### config.mk
export PLATFORM = sky130hd
export DESIGN_NAME = pzxod_mul
export DESIGN_NICKNAME = d
export VERILOG_FILES = /design/src/rtl/pzxod_pkg.sv /design/src/rtl/pzxod_mul.sv
export SDC_FILE = /design/constraint.sdc
export NUM_CORES = 2
export LEC_CHECK = 0
export ABC_AREA = 1
export ABC_CLOCK_PERIOD_IN_PS = 11590
export BUFFER_PORTS_ARGS = -buffer_cell sky130_fd_sc_hd__buf_2
export CAP_MARGIN = 20
export CORE_MARGIN = 5
export CORE_UTILIZATION = 39
export CTS_CLUSTER_DIAMETER = 50
export DETAILED_ROUTE_END_ITERATION = 7
export PLACE_DENSITY = 0.53
export SKIP_CTS_REPAIR_TIMING = 1
export SYNTH_ARGS = -nofsm -noshare
export SYNTH_HDL_FRONTEND = slang
export SYNTH_SLANG_ARGS = --single-unit
### constraint.sdc
create_clock -name clock -period 11.59 [get_ports clock]
set_clock_uncertainty 0.2 [all_clocks]
set_input_delay 2.318 -clock clock [delete_from_list [all_inputs] [get_ports clock]]
set_output_delay 2.318 -clock clock [all_outputs]
set_load 0.01 [all_outputs]
### src/rtl/pzxod_pkg.sv
// shared types, constants and table generators for the proximity zx position and orb detector
`default_nettype none

package pzxod_pkg;

   // port geometry
   localparam int REQ_W       = 48;
   localparam int RSP_W       = 88;
   localparam int CSR_IDX_W   = 3;
   localparam int CSR_DATA_W  = 16;

   // result word bit places
   localparam int RSP_VALID_BIT = 49;
   localparam int RSP_HIT_BIT   = 82;

   // defaults for top-level parameters
   localparam int ORB_LIMIT_DEFAULT  = 4;
   localparam int DIST_DEPTH_DEFAULT = 256;

   // shared multiplier
   localparam int MUL_W  = 30;
   localparam int PROD_W = 2 * MUL_W;

   // distance tables
   localparam int TBL_W = 17;
   localparam int OCT_W = 27;
   localparam int OCT_N = 17;

   localparam logic [63:0] POW_K_Q32 = 64'd2583422829;
   localparam logic [63:0] ONE_Q32   = 64'h0000_0001_0000_0000;
   localparam logic [63:0] DIST_GAIN = 64'd1200;

   localparam logic [16:0] DIST_OFFSET = 17'd60;
   localparam logic [MUL_W-1:0] X_GAIN     = MUL_W'(50);
   localparam logic [MUL_W-1:0] Z_GAIN     = MUL_W'(2560000);
   // floor(2^38 / 1250), used for the divide by 1250 after a 20-bit shift
   localparam logic [MUL_W-1:0] RECIP_1250 = MUL_W'(219902325);
   localparam logic [29:0]      Z_DIVISOR  = 30'd1250;

   // orb limits, entering and leaving
   localparam logic signed [15:0] ORB_CX_ENTER  = 16'sd80;
   localparam logic signed [15:0] ORB_CX_LEAVE  = 16'sd95;
   localparam logic signed [15:0] ORB_CZHI_ENTER = 16'sd850;
   localparam logic signed [15:0] ORB_CZHI_LEAVE = 16'sd870;
   localparam logic signed [15:0] ORB_CZLO_ENTER = 16'sd200;
   localparam logic signed [15:0] ORB_CZLO_LEAVE = 16'sd180;
   localparam logic signed [15:0] ORB_SX_ENTER  = 16'sd440;
   localparam logic signed [15:0] ORB_SX_LEAVE  = 16'sd480;
   localparam logic signed [15:0] ORB_SZHI_ENTER = 16'sd750;
   localparam logic signed [15:0] ORB_SZHI_LEAVE = 16'sd770;
   localparam logic signed [15:0] ORB_SZLO_ENTER = 16'sd170;
   localparam logic signed [15:0] ORB_SZLO_LEAVE = 16'sd160;
   localparam logic [15:0]        ORB_CMAX_ENTER = 16'd2500;
   localparam logic [15:0]        ORB_CMAX_LEAVE = 16'd2700;

   typedef enum logic [CSR_IDX_W-1:0] {
      CSR_MODE    = 3'd0,
      CSR_ACT_THR = 3'd1,
      CSR_POS_MIN = 3'd2,
      CSR_NOISE_L = 3'd3,
      CSR_NOISE_C = 3'd4,
      CSR_NOISE_R = 3'd5
   } csr_index_type;

   typedef enum logic [4:0] {
      ST_IDLE,
      ST_PREP,
      ST_LOOK,
      ST_WLO,
      ST_WHI,
      ST_GAIN,
      ST_SCALE,
      ST_DIST,
      ST_XMUL,
      ST_XSQ,
      ST_ZSUM,
      ST_ZNUM,
      ST_ZRCP,
      ST_ZFIN,
      ST_ORB,
      ST_DONE
   } state_type;

   function automatic logic [63:0] isqrt64(input logic [63:0] a_in);
      logic [63:0] a;
      logic [63:0] res;
      logic [63:0] bit_v;
      a     = a_in;
      res   = '0;
      bit_v = 64'h4000_0000_0000_0000;
      for (int k = 0; k < 32; k++) begin
         if (a >= res + bit_v) begin
            a   = a - (res + bit_v);
            res = (res >> 1) + bit_v;
         end else begin
            res = res >> 1;
         end
         bit_v = bit_v >> 2;
      end
      return res;
   endfunction

   // 2^-y, y and result in q.32
   function automatic logic [63:0] exp2_neg(input logic [63:0] y);
      logic [127:0] r;
      logic [63:0]  hr;
      logic [63:0]  n;
      n = y >> 32;
      if (n >= 64'd33) begin
         return '0;
      end
      r  = 128'(ONE_Q32);
      hr = isqrt64(64'h8000_0000_0000_0000);
      for (int j = 1; j <= 32; j++) begin
         if (y[32-j]) begin
            r = (r * 128'(hr)) >> 32;
         end
         hr = isqrt64(hr << 32);
      end
      return 64'(r >> n);
   endfunction

   // fractional log2 of a q1.31 mantissa, as q.32
   function automatic logic [63:0] log2_mant(input logic [63:0] m);
      logic [127:0] x;
      logic [63:0]  res;
      x   = 128'(m);
      res = '0;
      for (int k = 1; k <= 32; k++) begin
         x = (x * x) >> 31;
         if (x >= 128'(ONE_Q32)) begin
            x = x >> 1;
            res[32-k] = 1'b1;
         end
      end
      return res;
   endfunction

   // restoring long division, elaboration only
   function automatic logic [63:0] udiv64(input logic [63:0] num, input logic [63:0] den);
      logic [63:0] q;
      logic [64:0] r;
      q = '0;
      r = '0;
      for (int k = 63; k >= 0; k--) begin
         r = {r[63:0], num[k]};
         if (r >= 65'(den)) begin
            r    = r - 65'(den);
            q[k] = 1'b1;
         end
      end
      return q;
   endfunction

   function automatic logic [TBL_W-1:0] frac_entry(input int i, input int depth);
      logic [63:0]  m;
      logic [63:0]  y;
      logic [127:0] t;
      if (i < depth) begin
         m = udiv64((64'(depth) + 64'(i)) << 31, 64'(depth));
         t = 128'(POW_K_Q32) * 128'(log2_mant(m));
         y = 64'(t >> 32);
      end else begin
         y = POW_K_Q32;
      end
      return TBL_W'(exp2_neg(y) >> 16);
   endfunction

   function automatic logic [OCT_W-1:0] octave_entry(input int i);
      logic [127:0] t;
      t = 128'(DIST_GAIN) * 128'(exp2_neg(POW_K_Q32 * 64'(i)));
      return OCT_W'(t >> 16);
   endfunction

   function automatic logic orb_test(input logic signed [15:0] z,
                                     input logic signed [15:0] x,
                                     input logic [15:0] center,
                                     input logic leaving);
      logic signed [15:0] cx, czhi, czlo, sx, szhi, szlo;
      logic [15:0]        cmax;
      logic               in_c, in_s;
      cx   = leaving ? ORB_CX_LEAVE   : ORB_CX_ENTER;
      czhi = leaving ? ORB_CZHI_LEAVE : ORB_CZHI_ENTER;
      czlo = leaving ? ORB_CZLO_LEAVE : ORB_CZLO_ENTER;
      sx   = leaving ? ORB_SX_LEAVE   : ORB_SX_ENTER;
      szhi = leaving ? ORB_SZHI_LEAVE : ORB_SZHI_ENTER;
      szlo = leaving ? ORB_SZLO_LEAVE : ORB_SZLO_ENTER;
      cmax = leaving ? ORB_CMAX_LEAVE : ORB_CMAX_ENTER;
      in_c = (x < cx) && (x > -cx) && (z < czhi) && (z > czlo);
      in_s = (x < sx) && (x > -sx) && (z < szhi) && (z > szlo);
      return (center < cmax) && (in_c || in_s);
   endfunction

endpackage

`default_nettype wire

### src/rtl/pzxod_mul.sv
// shared signed multiplier with registered product
`default_nettype none

module pzxod_mul (
   input  wire logic                               clock,
   input  wire logic signed [pzxod_pkg::MUL_W-1:0]  op_a,
   input  wire logic signed [pzxod_pkg::MUL_W-1:0]  op_b,
   output logic signed [pzxod_pkg::PROD_W-1:0]      prod_ff
);
   import pzxod_pkg::*;

   always_ff @(posedge clock) begin
      prod_ff <= PROD_W'(op_a) * PROD_W'(op_b);
   end

endmodule

`default_nettype wire

=== Word-level counts from Yosys, hierarchy flattened ===
Index checks and enable logic that the tools add are counted.

* Bits of input ports: 61
* Register bits after elaboration: 60
* Word-level logic and storage cells: 2

* Multipliers: 1

{| class="wikitable"
|+ Operators with widths
! operator !! count
|-
| $mul A30 B30 Y60 || 1
|}

=== Depth between registers and ports, before layout ===
* Depth in word-level cells: 1
* Gate-level depth with buffers: 33

=== Worst setup path after synthesis ===
OpenSTA, ideal clock, no wires.

* Path kind: input-to-reg
* Start point: input op_b[3] (netlist name)
* End point: register prod_ff[47] (netlist name)
* Arrival time: 8.886 ns
* Setup time: 0.113 ns
* Data required time: 11.277 ns
* Stages: 27
* Buffers on the path: 1
* Slack: 2.391 ns
* Cell sequence: clkbuf_1 > nand2_1 > inv_1 > fa_1 > inv_1 > fa_1 > inv_1 > fa_1 > fa_1 > inv_1 > fa_1 > inv_1 > fa_1 > inv_1 > fa_1 > fa_1 > inv_1 > ha_1 > nand2_1 > nor2_1 > inv_1 > nor2_2 > inv_1 > nor3_1 > nand2_1 > nand4_1 > nand2_1

* Cells in the longest elaborated chain, start to end: 1

{| class="wikitable"
|+ RTL lines
! item !! RTL line !! RTL
|-
| start: declaration || pzxod_mul.sv:7 || <nowiki>input wire logic signed [pzxod_pkg::MUL_W-1:0] op_b,</nowiki>
|-
| $mul A30 B30 Y60 || pzxod_mul.sv:13 || <nowiki>prod_ff <= PROD_W'(op_a) * PROD_W'(op_b);</nowiki>
|-
| end signal: assignment || pzxod_mul.sv:13 ||
|-
| end: declaration || pzxod_mul.sv:8 || <nowiki>output logic signed [pzxod_pkg::PROD_W-1:0] prod_ff</nowiki>
|}

No other way between the ends.

=== Worst setup path in the final report ===
* Start point: input op_a[26] (netlist name)
* End point: register prod_ff[37] (netlist name)

* Cells in the longest elaborated chain, start to end: 1

{| class="wikitable"
|+ RTL lines
! item !! RTL line !! RTL
|-
| start: declaration || pzxod_mul.sv:6 || <nowiki>input wire logic signed [pzxod_pkg::MUL_W-1:0] op_a,</nowiki>
|-
| $mul A30 B30 Y60 || pzxod_mul.sv:13 ||
|}

No other way between the ends.

==> results by stage <==
Status:
- The run finished with clean final reports.

Routing:
- For this block, the initial DRC count from the detailed router was around 1400.
- The final layout contains routed wiring with a total length of 105 mm.
- The number of vias per cell after detailed routing is approximately 4.7.
- After detailed routing, the number of remaining DRC violations is 0.
- Once detail routing completed, the nets flagged for antenna violations numbered 0.
- Detailed routing inserted a total of between 20000 and 30000 vias.
- The length of the first detailed-routing pass in iterations is 7.
- The final routed wire length divided by cell count is 18.1 um.

Setup path:
- The critical path class is in -> reg.
- The sort of element at the start of the critical path is an input pin.
- The maximum fanout encountered on the critical timing path is 30.
- The maximum single-stage delay on the critical path is approximately 640 ps.
- Traced cell by cell, the critical path runs through buf_2 > nand2_1 > fa_1 > inv_1 > fa_1 > inv_1 > fa_1 > fa_1 > inv_1 > fa_1 > fa_1 > fa_1 > inv_1 > fa_1 > inv_1 > ha_1 > nand2_1 > nor2_1 > nand2_1 > nor2_1 > nand3_1 > nand3_1 > xor2_1.
- The arrival time at the worst endpoint is 9930 ps.
- STA classifies the critical path endpoint as a register.
- The critical-path cell with the highest stage delay is sky130_fd_sc_hd__buf_2.
- At the worst endpoint, the required time is 11550 ps.
- The library cell appearing most often on the critical path is sky130_fd_sc_hd__fa_1.

CTS:
- CTS placed an instance of sky130_fd_sc_hd__clkbuf_16 at the clock tree root.
- The clock input transition at the sequential cells of the worst setup and hold paths is ~50 ps.
- Counting the buffers created by CTS gives 9.
- The count of H-tree levels built during CTS is 3.
- The number of sinks on the clock net is 60.
- No sink is reached through more buffers than the 2 on the longest clock path.
- TritonCTS built the clock tree.

Finish:
- After the flow finishes, the layout carries non-filler instances totaling 5827.
- Relative to the synthesized area, the layout overhead comes to 5.47%.
- Cells fill 41.5% of the core in the end.
- The top cell types in the final layout, fill and taps aside, are sky130_fd_sc_hd__inv_1, sky130_fd_sc_hd__nand2_1, sky130_fd_sc_hd__fa_1, sky130_fd_sc_hd__ha_1, sky130_fd_sc_hd__buf_2.
- Cells with a size suffix above 1 make up 4.84% of the layout.
- The register with the most flip-flops is prod_ff.
- The repair_antennas step left the layout with diodes totalling 0.
- The register with the most flip-flops in the layout has 60 of them.
- The count of nets after finishing is 5772.
- The commonest non-fill, non-tap cell in the layout is sky130_fd_sc_hd__inv_1.
- In the final layout, the registers with the most flip-flops are prod_ff x60.

Global routing:
- The initial antenna violation count came to 1.
- The global-route wire length before repair is 172 mm.
- Global routing used between 20 and 25% of the available tracks across all layers.
- The via count of the first global-routing pass is around 31000.
- The largest net degree at the start of global routing is 31.
- For this run the aggregate overflow at the end of global routing stands at 0.

Die:
- The die outline height is around 310 um.
- The core region is 0.0918 mm^2.
- The die area is 0.0988 mm^2.
- The row count is roughly 110.
- For this configuration, the core starts out at a cell density of 39.4%.
- 121 I/O pins were placed.
- Measured along the x axis, the die boundary spans 314 um.

Timing:
- The fmax is 100 MHz.
- The transition time at the pin with the least slew margin is just over 1000 ps.
- The final-layout setup total negative slack is 0 ps.
- The number of failing hold endpoints at the final stage is 0.
- The number of pins exceeding their max-slew limit in the final report is 0.
- The smallest clock period supported by the final layout is computed as 9970 ps.
- The final count of negative-setup-slack endpoints is 0.
- The post-route clock period utilization is 86.0%.
- The tightest hold path in the finished design has a slack of 2460 ps.
- In this run the tightest slew margin relative to its limit is 32.9%.
- Setup repair after global routing left no endpoint under its margin.

Place:
- The last weighted congestion value of the routability-driven placer is 0.934.
- The final HPWL from detailed placement is 89.3 mm.
- The number of placed instances, taps included, is 5810.
- The count of buffers inserted at the top-level ports is 120.

Logic synthesis:
- The mapped netlist covers between 0.03 and 0.04 mm^2.
- Of the post-synthesis cell area, the dominant cell type holds ~53%.
- In the synthesized netlist the async set-or-reset flop fraction comes to 0%.
- In this run, synthesis inferred 0 flip-flops with an integrated enable.
- The Yosys step of the flow raised 0 warnings.
- The synthesized netlist contains 38 unique library cells.
- The average footprint of a synthesized cell is 7.84 um^2.
- Of all cell types, the one taking the most synthesized area is sky130_fd_sc_hd__fa_1.
- The sequential fraction of the synthesis area is 3.32%.
- The number of instances in the synthesized netlist is roughly 4600.
- Sorting the synthesized cells by area gives the leading types as sky130_fd_sc_hd__fa_1, sky130_fd_sc_hd__inv_1, sky130_fd_sc_hd__nand2_1.
- The dominant synthesized flop cell is sky130_fd_sc_hd__dfxtp_1.
- The total nets after synthesis is 5799.
- The register bit total from synthesis is 60.

Run:
- The total of max-cap violations is 0.

Worst hold path:
- The type of the most critical hold path is in -> reg.
## metrics by stage
stage                     instance area (um^2)  worst slack [ps]
after global routing                     38100              1150
after detailed placement                 37800              1380
after global placement                   37800              1330
after floorplan                          36100              2390
final                                    38100              1620
after CTS                                38100              1710
## metal layers
layer | wire [um] | share of wire (%) | GRT usage [%]
met1 | 44800 | 43 | 29.5
met2 | 51700 | 49 | 39.2
met3 | 4840 | 4.6 | 2.57
met4 | 3870 | 3.7 | 6.42
met5 | 20 | 0.019 | 0
## Yosys cell counts, drive strengths merged (4+ instances only)
cell type	count
o21ai	29
fa	958
o21bai	9
xor2	34
nor3	9
dfxtp	60
inv	1563
nand3b	4
nand3	66
nor2	129
nand2	1275
clkbuf	179
xnor2	11
ha	174
nand4	18
or2	7
a21oi	69
## critical path: cells and delay by family
family,cells,cell delay (ps)
fa+ha+maj,9,4570
xor+xnor,1,500
simple gates,7,1550
buf+inv,6,960
## final timing paths
path / cells past startpoint / slack (ps) / to / startpoint
setup / recovery: 23 / 1620 / prod_ff[37] / op_a[26]
hold / removal: 4 / 2460 / prod_ff[0] / op_b[0]
## cells by family (layout without fill, tap and decap cells)
family,count (synthesis),count (layout),synth area share (%)
AOI/OAI and AO/OA,111,111,1.69
xor gates and xnor gates,45,45,1.09
adders and majority gates,1132,1132,59.1
buffers and inverters,1744,1722,18.1
DFF,60,60,3.32
and+or+nand+nor,1514,1514,16.7
## final cells by class
type	count	area, um^2
Multi-Input combinational cell	2802	28400
Sequential cell	60	1200
Timing Repair Buffer	142	786
Inverter	1564	5870
Fill cell	9542	53700
Clock buffer	11	253
Clock inverter	5	58.8
Tap cell	1243	1560
Power is not shown: default switching activity piles up to over one toggle a cycle in this logic, so the estimate is an artifact.
